==> src/rtl/core/mac_pkg.sv <==
// ----------------------------------------------------------------------------
// mac_pkg
// Shared types, widths and codes for the moving-average crossover block.
// ----------------------------------------------------------------------------
package mac_pkg;

  localparam int HIST_DEPTH = 256;
  localparam int PRICE_BITS = 32;
  localparam int HIST_AW    = $clog2(HIST_DEPTH);
  localparam int LEN_W      = 8;
  localparam int SUM_W      = PRICE_BITS + LEN_W;
  localparam int PROD_W     = SUM_W + LEN_W;
  localparam int BARS_W     = 9;
  localparam int PADDR_W    = 4;
  localparam int QTY_W      = 8;

  localparam logic [BARS_W-1:0] BARS_MAX = '1;

  localparam logic [1:0] REG_SHORT_LEN  = 2'd0;
  localparam logic [1:0] REG_LONG_LEN   = 2'd1;
  localparam logic [1:0] REG_STOCK_MODE = 2'd2;

  localparam logic [LEN_W-1:0] SHORT_LEN_RST = LEN_W'(5);
  localparam logic [LEN_W-1:0] LONG_LEN_RST  = LEN_W'(20);

  localparam logic [1:0] POS_FLAT  = 2'd0;
  localparam logic [1:0] POS_LONG  = 2'd1;
  localparam logic [1:0] POS_SHORT = 2'd2;

  localparam logic [QTY_W-1:0] QTY_FUTURE = QTY_W'(2 * 1);
  localparam logic [QTY_W-1:0] QTY_STOCK  = QTY_W'(2 * 100);

  typedef enum logic [2:0] {
    ACT_NONE        = 3'd0,
    ACT_ENTER_LONG  = 3'd1,
    ACT_ENTER_SHORT = 3'd2,
    ACT_EXIT_LONG   = 3'd3,
    ACT_EXIT_SHORT  = 3'd4
  } action_t;

  typedef struct packed {
    logic [31:0] close_price;
    logic [1:0]  position_sign;
  } price_word_t;

  typedef struct packed {
    action_t          action;
    logic [QTY_W-1:0] quantity;
    logic             warmed_up;
  } signal_word_t;

  // bar after history read issue
  typedef struct packed {
    logic [PRICE_BITS-1:0] price;
    logic [1:0]            pos;
    logic                  warm;
    logic                  sub_s;
    logic                  sub_l;
  } s1_t;

  // bar with window sums before and after it
  typedef struct packed {
    logic [SUM_W-1:0] pre_s;
    logic [SUM_W-1:0] pre_l;
    logic [SUM_W-1:0] now_s;
    logic [SUM_W-1:0] now_l;
    logic [1:0]       pos;
    logic             warm;
  } s2_t;

  function automatic logic [LEN_W-1:0] clamp_len(input logic [LEN_W-1:0] v);
    logic [LEN_W-1:0] n;
    n = (v == '0) ? LEN_W'(1) : v;
    if (int'(n) > HIST_DEPTH - 1) n = LEN_W'(HIST_DEPTH - 1);
    return n;
  endfunction

endpackage

==> src/rtl/core/mac_decide.sv <==
// ----------------------------------------------------------------------------
// mac_decide
// Cross-multiplies window sums by lengths, detects crosses, forms the order.
// ----------------------------------------------------------------------------
module mac_decide (
  input  logic                      clk,
  input  logic                      load_prod,
  input  logic                      load_out,
  input  mac_pkg::s2_t              s2,
  input  logic [mac_pkg::LEN_W-1:0] short_len,
  input  logic [mac_pkg::LEN_W-1:0] long_len,
  input  logic                      stock_mode,
  output mac_pkg::signal_word_t     result
);
  import mac_pkg::*;

  logic [PROD_W-1:0] pre_a;
  logic [PROD_W-1:0] pre_b;
  logic [PROD_W-1:0] now_a;
  logic [PROD_W-1:0] now_b;
  logic [1:0]        pos;
  logic              warm;

  logic              golden;
  logic              death;
  action_t           act;
  signal_word_t      result_next;

  // short average vs long average: sum_s * long_len against sum_l * short_len
  always_ff @(posedge clk) begin
    if (load_prod) begin
      pre_a <= PROD_W'(s2.pre_s) * PROD_W'(long_len);
      pre_b <= PROD_W'(s2.pre_l) * PROD_W'(short_len);
      now_a <= PROD_W'(s2.now_s) * PROD_W'(long_len);
      now_b <= PROD_W'(s2.now_l) * PROD_W'(short_len);
      pos   <= s2.pos;
      warm  <= s2.warm;
    end
  end

  always_comb begin
    golden = (pre_a < pre_b) && (now_a > now_b);
    death  = (pre_a > pre_b) && (now_a < now_b);
    act    = ACT_NONE;
    if (warm) begin
      case (pos)
        POS_FLAT: begin
          if (golden)                   act = ACT_ENTER_LONG;
          else if (death && !stock_mode) act = ACT_ENTER_SHORT;
        end
        POS_LONG: begin
          if (death) act = ACT_EXIT_LONG;
        end
        POS_SHORT: begin
          if (golden && !stock_mode) act = ACT_EXIT_SHORT;
        end
        default: act = ACT_NONE;
      endcase
    end
    result_next.action    = act;
    result_next.quantity  = (act == ACT_NONE) ? '0 : (stock_mode ? QTY_STOCK : QTY_FUTURE);
    result_next.warmed_up = warm;
  end

  always_ff @(posedge clk) begin
    if (load_out) begin
      result <= result_next;
    end
  end

endmodule

==> config.mk <==
export PLATFORM = sky130hd
export DESIGN_NAME = mac_decide
export DESIGN_NICKNAME = d
export VERILOG_FILES = /design/src/rtl/core/mac_pkg.sv /design/src/rtl/core/mac_decide.sv
export SDC_FILE = /design/constraint.sdc
export NUM_CORES = 2
export LEC_CHECK = 0
export ABC_AREA = 1
export BUFFER_PORTS_ARGS = -buffer_cell sky130_fd_sc_hd__buf_4
export CORE_ASPECT_RATIO = 2
export CORE_MARGIN = 2
export CORE_UTILIZATION = 51
export DETAILED_ROUTE_END_ITERATION = 12
export PLACE_DENSITY = 0.65
export SLEW_MARGIN = 20
export SYNTH_ARGS = -nofsm -noshare
export SYNTH_HDL_FRONTEND = slang
export SYNTH_SLANG_ARGS = --single-unit
export TNS_END_PERCENT = 100
==> constraint.sdc <==
create_clock -name clk -period 5.8 [get_ports clk]
set_input_delay 1.16 -clock clk [delete_from_list [all_inputs] [get_ports clk]]
set_output_delay 1.16 -clock clk [all_outputs]
set_load 0.01 [all_outputs]
# [Word-level counts from Yosys, hierarchy flattened]
# Cells that the tools add are included.
[op_classes] add_sub_neg=0 multipliers=4 div_mod_pow=0 n_lt_le_gt_ge=4 eq_ne=2 shifts=0 n_mux=7 n_bitwise=0 reduce_logical=7
[op_table] operator="$mul A40 B8 Y48" count=4
[op_table] operator="$gt A48 B48 Y1" count=2
[op_table] operator="$lt A48 B48 Y1" count=2
[op_table] operator="$pmux W3 S3" count=1
[op_table] operator="$mux W8" count=1
[op_table] operator="$mux W2" count=3
[op_table] operator="$mux W3" count=2
[op_table] operator="$logic_and A1 B1 Y1" count=4
[op_table] operator="$logic_not A3 Y1" count=1
[op_table] operator="$eq A2 B1 Y1 const B" count=1
[op_table] operator="$eq A2 B2 Y1 const B" count=1
[op_table] operator="$logic_not A2 Y1" count=1
[op_table] operator="$logic_not A1 Y1" count=1
[totals] ff_bits=207 latch_bits=0 mem_bits_rw=0 rom_bits=0 output_inout_bits=12 wordCells=33 n_memories=0

# [Logic depth before layout (Yosys ltp)]
[depth] depth_word=8 mapped_depth=26 mapped_depth_nobuf=24

# [Worst setup path after synthesis]
# Ideal clock, no wire load.
[synth_timing] path_type="input-to-reg" startpoint="input port short_len[2] in the netlist's numbering" endpoint="register now_b[32] (data pin)" setup_time_ps=260 t_arrival_ps=5161 required_time_ps=5540 path_slack_ps=380 stages=21 n_path_buf=2 cell_sequence="clkbuf_1 -> clkbuf_1 -> nand2_1 -> fa_1 -> inv_1 -> fa_1 -> fa_1 -> inv_1 -> fa_1 -> inv_1 -> ha_1 -> nand2_2 -> nor2_2 -> nand4_1 -> nor2_1 -> nand2_1 -> nand3_2 -> nand2_1 -> nand2_2 -> a21oi_2 -> xor2_1"
[synth_via] elab_chain_cells=1
[synth_rtl] item="start: declaration" line="mac_decide.sv:10" source="input logic [mac_pkg::LEN_W-1:0] short_len,"
[synth_rtl] item="$mul A40 B8 Y48" line="mac_decide.sv:35" source="now_b <= PROD_W'(s2.now_l) * PROD_W'(short_len);"
[synth_rtl] item="end signal: assignment" line="mac_decide.sv:35"
[synth_rtl] item="end: declaration" line="mac_decide.sv:20" source="logic [PROD_W-1:0] now_b;"
# No other way between the ends.
# A chain may end at the register's enable or synchronous reset.

# [Worst setup path in the final report]
[layout_timing] startpoint="input port short_len[4] in the netlist's numbering" endpoint="register pre_b[43] (data pin)"
[layout_via] elab_chain_cells=1
[layout_rtl] item="$mul A40 B8 Y48" line="mac_decide.sv:33" source="pre_b <= PROD_W'(s2.pre_l) * PROD_W'(short_len);"
[layout_rtl] item="end signal: assignment" line="mac_decide.sv:33"
[layout_rtl] item="end: declaration" line="mac_decide.sv:18" source="logic [PROD_W-1:0] pre_b;"
# No other way between the ends.

==> qor.csv <==
metric,value,unit
outcome,"finished, final reports clean",
RSZ-0062 raised after global routing,no,
Worst-path clk slew,0.10,ns
post-route ant nets,0,
mapped cell area,52400,sq um
Slew Limit Fails,0,
wire per inst,17.2,microns
die width,231,microns
post-cts resize count,0,
initial antenna violation count,3,
Worst-Skew Late Latency,0.53,ns
placed cells,8809,
clock sink total,201,
ys flop type,edfxtp_1,
Fin. Hold Viols,0,
Final Skew,0.0224,ns
H-tree levels,1,
filler cell count,9754,
total power,32.7,mW
post-synthesis cell count,7044,
worst hold slack,0.577,ns
"Seq/Total Area, Yosys",0.115,
max_cap viols,0,
final setup fails,0,
clk root buf,clkbuf_16,
first-pass GRT wire length,248000,microns
initial cell density of the core,0.513,
vias per cell,5.04,
Ports,195,
pre-CTS WS,-0.240,ns
via count,44600,
DR iter-0 viols,2309,
leak pwr,35.9,nW
synth warn,0,
worst min-delay path category,register to register,
GRT Resource Usage Total,0.297,
Buffers on Ports,190,
Critical Path AT,5.84,ns
# rows,166,
Worst-Margin Slew,0.804,ns
post-place instance area,58800,sq um
final WL,152000,microns
drc violations,0,
Setup crit end kind,register,
# Post-CTS Setup Buffers,0,
Final period util,0.962,
die area,106000,sq um
Startpoint Class,input pin,
Layout Cells excl Fill,8847,
CP Max Fanout,38,
"Worst Path Class, Setup",input pin to register,
final worst setup slack,0.223,ns
Commonest cells post-synth,"2,048 x inv_1, 1,845 x nand2_1, 912 x fa_1, 368 x ha_1, 343 x nor2_1",
cts hold-fix bufs,0,
fin area,59500,sq um
Worst slew margin,0.459,
fin util,0.582,
Fmax,0.179,GHz
"Async S/R FF share, synth",0,
core area,102000,sq um
layout cells sized above 1,0.115,
nets,8950,
Yosys top cell by area,fa_1,
"count leader, synth",inv_1,
Mean Syn Cell Area,7.44,sq um
TritonCTS clock tree,yes,
Pre-antenna DRT Iters,5,
Peak VDD IR,0.000274,V
synth unique cells,49,
DP HPWL,130000,microns
Yosys reg bits,201,
setup TNS,0,ns
CP required,6.06,ns
Power Density,550,nW/um^2
RePlAce Congestion,0.987,
Synth area leaders,"fa_1 35%, inv_1 15%, nand2_1 13%, edfxtp_1 12%, ha_1 8.8%",
Max Root-Sink Buffers,3,
Die H,457,microns
Yosys top cell area share,0.348,
post-layout min period,5.58,ns
area added between synthesis and finish,13.5,%
grt total ovfl,0,
Num CTS Buffers,20,
largest net degree at the start of global routing,118,
Worst R2R Setup Slack,3.06,ns
vias in the first global route,49000,
"EDFF count, synth",201,
==> routing by layer <==
metal,wire length (microns),global-route usage,up-vias
li1,-,-,21200
met1,56700,0.333,21700
met2,81100,0.563,1283
met3,5710,0.0165,404
met4,8790,0.149,0
met5,0,0,-
==> registers in the layout, indices dropped and copies added, names as in the netlist <==
register  flops
now_a        48
now_b        48
pre_a        48
pre_b        48
result        6
pos           2
warm          1
==> worst paths after layout <==
path	from	end	cells past startpoint
setup reg to reg	pre_b[29]$_DFFE_PP_	result[2]$_SDFFCE_PN0P_	11
hold / removal	warm$_DFFE_PP_	result[0]$_DFFE_PP_	0
setup / recovery	short_len[4]	pre_b[43]$_DFFE_PP_	19
hold reg to reg	warm$_DFFE_PP_	result[0]$_DFFE_PP_	0
==> power by group <==
part           total [mW]  internal, mW  switching, mW
Combinational        27.9          11.9           16.0
Sequential           3.48          3.23          0.248
Clock                1.38         0.723          0.660
Total                32.7          15.8           16.9
==> layout by cell type, fill, tap and decap left out, drive strengths merged <==
cell type,synthesis,layout
a21boi,15,15
xor2,115,115
ha,368,368
nand4,28,28
o211ai,8,8
conb,1,4
clkinvlp,0,2
and3,11,11
o221ai,7,7
nand3,124,124
a21o,35,35
a31o,1,1
o21bai,36,36
clkinv,4,12
nor3,41,41
clkbuf,304,24
bufinv,0,1
nor4,18,18
a21oi,240,240
nand2,1858,1858
a31oi,51,51
o2111ai,1,1
inv,2074,2076
edfxtp,201,201
nor2,358,358
buf,7,728
or2,7,7
o21a,11,11
xnor2,50,50
diode,0,2
o21ai,157,157
nand3b,1,1
fa,912,912
==> kinds of logic (layout without fill, tap and decap cells) <==
kind of cell,Yosys count,in the layout,synth area share
AND/OR/NAND/NOR,2446,2446,0.185
buffers and inverters,2389,2843,0.172
XOR/XNOR,165,165,0.0276
other,1,6,0.0000715
flip-flops,201,201,0.115
AO/OA/AOI/OAI,562,562,0.0642
adder cells (fa/ha/maj),1280,1280,0.436
==> cell type report <==
class / instances / area [sq um] / share of cell area
Clock buffer: 23 / 533 / 0.00896
Antenna cell: 2 / 5.00 / 0.0000842
Tap cell: 1344 / 1680 / 0.0283
Multi-Input combinational cell: 4457 / 37400 / 0.629
Clock inverter: 13 / 124 / 0.00208
Inverter: 2078 / 7800 / 0.131
Timing Repair Buffer: 729 / 5890 / 0.0991
Sequential cell: 201 / 6040 / 0.101
==> worst max-delay path: stages <==
cell and delay, ns:
buf_4 0.45, buf_12 0.22, buf_4 0.12, nand2_1 0.05
inv_1 0.06, fa_1 0.43, fa_1 0.57, fa_1 0.43
fa_1 0.44, ha_1 0.36, nand2_1 0.12, buf_4 0.10
a21oi_1 0.07, or2_1 0.24, a21oi_1 0.36, nor2_1 0.09
nor3_1 0.21, nand3_1 0.16, xor2_1 0.19
Power figures use the tool's default switching activity.
