===== src/rtl/core/mac_pkg.sv =====
// ----------------------------------------------------------------------------
// mac_pkg
// Shared types, widths and codes for the moving-average crossover block.
// ----------------------------------------------------------------------------
package mac_pkg;

  localparam int HIST_DEPTH = 256;
  localparam int PRICE_BITS = 32;
  localparam int HIST_AW    = $clog2(HIST_DEPTH);
  localparam int LEN_W      = 8;
  localparam int SUM_W      = PRICE_BITS + LEN_W;
  localparam int PROD_W     = SUM_W + LEN_W;
  localparam int BARS_W     = 9;
  localparam int PADDR_W    = 4;
  localparam int QTY_W      = 8;

  localparam logic [BARS_W-1:0] BARS_MAX = '1;

  localparam logic [1:0] REG_SHORT_LEN  = 2'd0;
  localparam logic [1:0] REG_LONG_LEN   = 2'd1;
  localparam logic [1:0] REG_STOCK_MODE = 2'd2;

  localparam logic [LEN_W-1:0] SHORT_LEN_RST = LEN_W'(5);
  localparam logic [LEN_W-1:0] LONG_LEN_RST  = LEN_W'(20);

  localparam logic [1:0] POS_FLAT  = 2'd0;
  localparam logic [1:0] POS_LONG  = 2'd1;
  localparam logic [1:0] POS_SHORT = 2'd2;

  localparam logic [QTY_W-1:0] QTY_FUTURE = QTY_W'(2 * 1);
  localparam logic [QTY_W-1:0] QTY_STOCK  = QTY_W'(2 * 100);

  typedef enum logic [2:0] {
    ACT_NONE        = 3'd0,
    ACT_ENTER_LONG  = 3'd1,
    ACT_ENTER_SHORT = 3'd2,
    ACT_EXIT_LONG   = 3'd3,
    ACT_EXIT_SHORT  = 3'd4
  } action_t;

  typedef struct packed {
    logic [31:0] close_price;
    logic [1:0]  position_sign;
  } price_word_t;

  typedef struct packed {
    action_t          action;
    logic [QTY_W-1:0] quantity;
    logic             warmed_up;
  } signal_word_t;

  // bar after history read issue
  typedef struct packed {
    logic [PRICE_BITS-1:0] price;
    logic [1:0]            pos;
    logic                  warm;
    logic                  sub_s;
    logic                  sub_l;
  } s1_t;

  // bar with window sums before and after it
  typedef struct packed {
    logic [SUM_W-1:0] pre_s;
    logic [SUM_W-1:0] pre_l;
    logic [SUM_W-1:0] now_s;
    logic [SUM_W-1:0] now_l;
    logic [1:0]       pos;
    logic             warm;
  } s2_t;

  function automatic logic [LEN_W-1:0] clamp_len(input logic [LEN_W-1:0] v);
    logic [LEN_W-1:0] n;
    n = (v == '0) ? LEN_W'(1) : v;
    if (int'(n) > HIST_DEPTH - 1) n = LEN_W'(HIST_DEPTH - 1);
    return n;
  endfunction

endpackage


===== src/rtl/core/mac_window.sv =====
// ----------------------------------------------------------------------------
// mac_window
// Running sums for the short and long windows, updated once per bar.
// ----------------------------------------------------------------------------
module mac_window (
  input  logic                           clk,
  input  logic                           rst,
  input  logic                           restart,
  input  logic                           load,
  input  mac_pkg::s1_t                   s1,
  input  logic [mac_pkg::PRICE_BITS-1:0] old_s,
  input  logic [mac_pkg::PRICE_BITS-1:0] old_l,
  output mac_pkg::s2_t                   s2
);
  import mac_pkg::*;

  logic [SUM_W-1:0] sum_s;
  logic [SUM_W-1:0] sum_l;
  logic [SUM_W-1:0] sum_s_next;
  logic [SUM_W-1:0] sum_l_next;

  always_comb begin
    sum_s_next = sum_s + SUM_W'(s1.price) - (s1.sub_s ? SUM_W'(old_s) : '0);
    sum_l_next = sum_l + SUM_W'(s1.price) - (s1.sub_l ? SUM_W'(old_l) : '0);
  end

  always_ff @(posedge clk) begin
    if (rst || restart) begin
      sum_s <= '0;
      sum_l <= '0;
    end else if (load) begin
      sum_s <= sum_s_next;
      sum_l <= sum_l_next;
    end
  end

  always_ff @(posedge clk) begin
    if (load) begin
      s2.pre_s <= sum_s;
      s2.pre_l <= sum_l;
      s2.now_s <= sum_s_next;
      s2.now_l <= sum_l_next;
      s2.pos   <= s1.pos;
      s2.warm  <= s1.warm;
    end
  end

endmodule


===== config.mk =====
export PLATFORM = sky130hd
export DESIGN_NAME = mac_window
export DESIGN_NICKNAME = d
export VERILOG_FILES = /design/src/rtl/core/mac_pkg.sv /design/src/rtl/core/mac_window.sv
export SDC_FILE = /design/constraint.sdc
export NUM_CORES = 1
export LEC_CHECK = 0
export BUFFER_PORTS_ARGS = -buffer_cell sky130_fd_sc_hd__buf_2
export CAP_MARGIN = 0
export CORE_ASPECT_RATIO = 1.2
export CORE_MARGIN = 4
export CORE_UTILIZATION = 45
export CTS_CLUSTER_DIAMETER = 30
export DETAILED_ROUTE_END_ITERATION = 12
export PLACE_DENSITY = 0.8
export SYNTH_ARGS = -nofsm -noshare
export SYNTH_HDL_FRONTEND = slang
export SYNTH_SLANG_ARGS = --single-unit

===== constraint.sdc =====
create_clock -name clk -period 3.5 [get_ports clk]
set_input_delay 0.35 -clock clk [delete_from_list [all_inputs] [get_ports clk]]
set_output_delay 0.35 -clock clk [all_outputs]
set_load 0.05 [all_outputs]

======== Yosys cells after proc, flatten, opt, wreduce, memory -nomap -nowiden ========
Index checks and enable logic that the tools add are counted.
word-level totals
  register bits ........................... 243
  input port bits ......................... 105
  output and inout bits ................... 163
  logic and storage cells ................. 15
operators by class
  add/sub/neg operators ................... 4
  mux-type cells .......................... 2
  reductions and logical operators ........ 1
operators with widths
  operator                      count
  adder 40 x 32 -> 40 bit       2
  subtractor 40 x 32 -> 40 bit  2
  2-to-1 mux 32 bit             2
  logical OR 1 bit              1

======== Logic depth before layout (Yosys ltp) ========
  depth after elaboration ................. 2
  mapped depth ............................ 16

======== Worst setup path before layout ========
No wires, ideal clock.
  path type ............................... input to register
  from .................................... in s1[0] (netlist name)
  to ...................................... reg sum_l[38]
  setup time .............................. 0.063 ns
  arrival time ............................ 3.482 ns
  setup slack ............................. -0.044 ns
  cell stages on the path ................. 15
  buffers on the path ..................... 1
  cell sequence ........................... clkbuf_1 -> and2_1 -> ha_1 -> inv_1 -> ha_1 -> fa_1 -> a21o_1 -> a31oi_2 -> a2bb2oi_2 -> o31ai_2 -> o21ai_2 -> a21o_1 -> and4_4 -> or4_1 -> nand3_1
between the ends
  longest elaborated chain between the ends .. 2
RTL lines
  item                          line              source
  from (decl)                   mac_window.sv:10  input mac_pkg::s1_t s1,
  2-to-1 mux 32 bit             mac_window.sv:24  sum_l_next = sum_l + SUM_W'(s1.price) - (s1.sub_l ? SUM_W'(old_l) : '0);
  subtractor 40 x 32 -> 40 bit  mac_window.sv:24
  to (signal assigned)          mac_window.sv:33  sum_l <= sum_l_next;
  to (decl)                     mac_window.sv:18  logic [SUM_W-1:0] sum_l;
Every way passes these cells.
A chain may end at the register's enable or synchronous reset.

======== Worst setup path after layout ========
  from .................................... reg sum_s[3]
  to ...................................... reg s2[82] (netlist name), data pin
between the ends
  longest elaborated chain between the ends .. 2
RTL lines
  item                          line              source
  from (decl)                   mac_window.sv:17  logic [SUM_W-1:0] sum_s;
  from (signal assigned)        mac_window.sv:32  sum_s <= sum_s_next;
  adder 40 x 32 -> 40 bit       mac_window.sv:23  sum_s_next = sum_s + SUM_W'(s1.price) - (s1.sub_s ? SUM_W'(old_s) : '0);
  subtractor 40 x 32 -> 40 bit  mac_window.sv:23
  named net sum_s_next[39]      mac_window.sv:19  logic [SUM_W-1:0] sum_s_next;
  to (decl)                     mac_window.sv:13  output mac_pkg::s2_t s2
The timed path passes the listed nets, and every way through them passes these cells.

==> flow_summary.toml <==
[setup_path]
required_ns = 3.80
highest_net_fanout_along_the_worst_path = 5
critical_path_arrival_ns = 3.70
worst_r2r_startpoint = "sum_s[3]$_SDFFE_PP0P_"
reg2reg_to = "s2[82]$_DFFE_PP_"
endpoint_kind = "register"
rr_worst_depth = 14
critPathLaunchType = "register"
cp-startpoint = "sum_s[3]$_SDFFE_PP0P_"
critical_path.endpoint = "s2[82]$_DFFE_PP_"
ff2ff_setup_slack_ns = 0.1
critical_path_class = "register to register"

[synthesis]
synth_area_leader = "sky130_fd_sc_hd__edfxtp_1"
yosys_warnings = 0
synthesis.area_mm2 = 0.0148
ys_top_cells_by_count = "254 x sky130_fd_sc_hd__inv_1, 163 x sky130_fd_sc_hd__edfxtp_1, 90 x sky130_fd_sc_hd__a21oi_1, 81 x sky130_fd_sc_hd__nor2_1"
synth_top_area_share_pct = 33.0
yosys.cell_count.top_type = "sky130_fd_sc_hd__inv_1"
synth-edff-count = 163
mappedNetlistNets = 1703
postSynth.topFlopCell = "sky130_fd_sc_hd__edfxtp_1"
synth.area.top_cells = "sky130_fd_sc_hd__edfxtp_1 33%, sky130_fd_sc_hd__dfxtp_1 11%, sky130_fd_sc_hd__fa_1 8.6%"
yosys_register_bits = 243
yosys.cell_types.count = 70
ys_async_sr_fraction_pct = 0
synth_seq_area_share_pct = 43.8
syn-instance-count = 1454
avgSynthCellArea_um2 = 10.2

[sta]
setup_skew_ns = 0.0278
layout_worst_path_cycle_share_pct = 97.2
worstMarginPinSlew_ns = 1.09
fmaxAchievable_mhz = 294
timing_hold_violations_final = 0
final-max-slew-violation-count = 0
slew_headroom_pct = 27.2
timing.final.setup_violations = 0
final.min_clock_period_ns = 3.40

[detailed_routing]
via_count = 12200
routedWlPerCell_um = 18.2
number_of_drc_violations_after_detailed_routing_iteration_0 = 672
ant_nets = 0
via_per_inst = 5.25
drt_first_pass_iters = 5
postRouteWirelength_mm = 42.5
route.detailed.drc = 0

[final_layout]
layout-drive-gt1-share_pct = 31.4
fill_cells = 2664
finish.net_count = 2135
stdcell_area_mm2 = 0.0197
synthToLayoutAreaGrowth_pct = 32.7

[placed_design]
finalWeightedCongestion = 0.901
post_dp_cell_area_mm2 = 0.0178
port_buffers = 267
hpwl_mm = 33.0

[pwr]
peakVddDrop_mv = 0.520
powerDensity_mw_per_mm2 = 783
power.static_leakage_nw = 9.31
power_mw = 15.4

[clock_network]
cts_num_sinks = 243
cts_tree = "built"
clockBufferDepth = 3
ctsHtreeMaxLevel = 2
clock_latency_at_the_later_pin_of_the_worst_skew_pair_ns = 0.55
ctsRootBufferMaster = "sky130_fd_sc_hd__clkbuf_16"
cts_buf_count = 43
clock_pin_slew_of_the_registers_on_the_worst_case_setup_and_hold_paths_ns = 0.05

[die]
core.rowCount = 72
chipWidth_um = 174
initial_core_utilization_pct = 45.8
fp.dieArea_mm2 = 0.0359
design.core.area_mm2 = 0.0323
fp.dieH_um = 207
io_pins = 268

[global_route]
grt_antenna_before_repair = 6
globalRouteTotalUtil_pct = 23.1
final_global_route_overflow_total = 0
global_route_wire_length_before_repair_mm = 65.7
grt_start_max_net_pins = 84
grt_pass1_vias = 12400

[hold_path]
hold_path.class = "primary input to register"
holdPathStages = 3

[run]
cap_viol_max_count = 0

[status]
outcome = "finished, final reports clean"
worst max-delay path, cell delays in order (launching register included):
cell and delay (ns):
sky130_fd_sc_hd__dfxtp_1 0.34, sky130_fd_sc_hd__inv_1 0.07, sky130_fd_sc_hd__fa_1 0.53, sky130_fd_sc_hd__inv_1 0.08, sky130_fd_sc_hd__ha_4 0.26, sky130_fd_sc_hd__a21o_1 0.20, sky130_fd_sc_hd__a21oi_2 0.18, sky130_fd_sc_hd__a211o_1 0.18
sky130_fd_sc_hd__nand4b_1 0.20, sky130_fd_sc_hd__and3_4 0.27, sky130_fd_sc_hd__or2_4 0.28, sky130_fd_sc_hd__buf_4 0.14, sky130_fd_sc_hd__a21oi_1 0.20, sky130_fd_sc_hd__xnor2_1 0.17, sky130_fd_sc_hd__xnor2_1 0.08
flip-flops by register name, summed over array words and instances, names as in the netlist:
| signal | cells |
|---|---|
| sum_l | 40 |
| sum_s | 40 |
| s2 | 163 |
metrics by stage:
step	setup slack, ns	setup TNS [ns]	std cells	hold slack, ns	util, %
after CTS	0.000957	0	2323	0.110	59.7
after floorplan	0.0123	0	1454	0.408	-
after detailed placement	-0.492	-11.75	2241	0.413	55.1
after global placement	-0.373	-7.60	2241	0.413	55.1
final	0.0971	0	2330	0.132	60.8
after global routing	-0.00499	-0.00671	2328	0.148	60.8
kinds of logic after synthesis:
family | count (synthesis) | synth area share (%)
buf+inv | 319 | 8.13
simple gates | 318 | 10.8
compound gates | 297 | 13.5
flops | 243 | 43.8
fa+ha+maj | 144 | 15.4
xor+xnor | 78 | 4.61
mux | 55 | 3.71
layout by cell type (no fill, tap or decap), types with 32 or more instances in the layout:
cell and count:
sky130_fd_sc_hd__a21o_1 63, sky130_fd_sc_hd__a21oi_1 81, sky130_fd_sc_hd__and2_1 68, sky130_fd_sc_hd__buf_2 265, sky130_fd_sc_hd__buf_4 179, sky130_fd_sc_hd__clkbuf_16 43, sky130_fd_sc_hd__dfxtp_1 71, sky130_fd_sc_hd__edfxtp_1 163
sky130_fd_sc_hd__fa_1 62, sky130_fd_sc_hd__ha_1 70, sky130_fd_sc_hd__inv_1 250, sky130_fd_sc_hd__mux2i_1 55, sky130_fd_sc_hd__nand2_1 58, sky130_fd_sc_hd__nor2_1 80, sky130_fd_sc_hd__o21ai_0 32, sky130_fd_sc_hd__xnor2_1 46
area by class of cell:
type / count / area, um^2 / share of cell area, %
multi-input combinational: 892 / 7490 / 38.1
sequential: 243 / 6510 / 33.1
timing repair buffer: 452 / 2780 / 14.1
clock buffer: 51 / 1120 / 5.67
inverter: 254 / 953 / 4.85
tap: 407 / 509 / 2.59
clock inverter: 28 / 307 / 1.56
antenna: 3 / 7.51 / 0.0382
report_power, final:
| part | internal, mW | leakage [nW] | switching [mW] |
|---|---|---|---|
| clock network | 2.61 | 0.689 | 1.47 |
| registers | 3.89 | 2.29 | 0.247 |
| logic | 2.65 | 6.33 | 4.53 |
layer usage:
metal  GRT usage (%)  routed length, um
met4            8.49               1420
met5               0                 56
met2            40.9              21000
met3            6.19               3460
met1            27.1              16600
timing repair:
item	4_1_cts	5_1_grt
setup endpoints to repair	7	42
resized for setup	6	76
pin swaps	5	23
endpoints found under the hold margin	3	0
setup buffers	0	4
hold buffers	3	0
how the worst min path moves through the flow:
stage	from	endpoint
floorplan	sum_l[25]$_SDFFE_PP0P_	s2[108]$_DFFE_PP_
detailed placement	sum_l[10]$_SDFFE_PP0P_	s2[93]$_DFFE_PP_
global placement	sum_l[10]$_SDFFE_PP0P_	s2[93]$_DFFE_PP_
finish	rst	sum_s[39]$_SDFFE_PP0P_
CTS	rst	sum_s[39]$_SDFFE_PP0P_
global route	load	s2[82]$_DFFE_PP_
(Power assumes the default switching activity.)
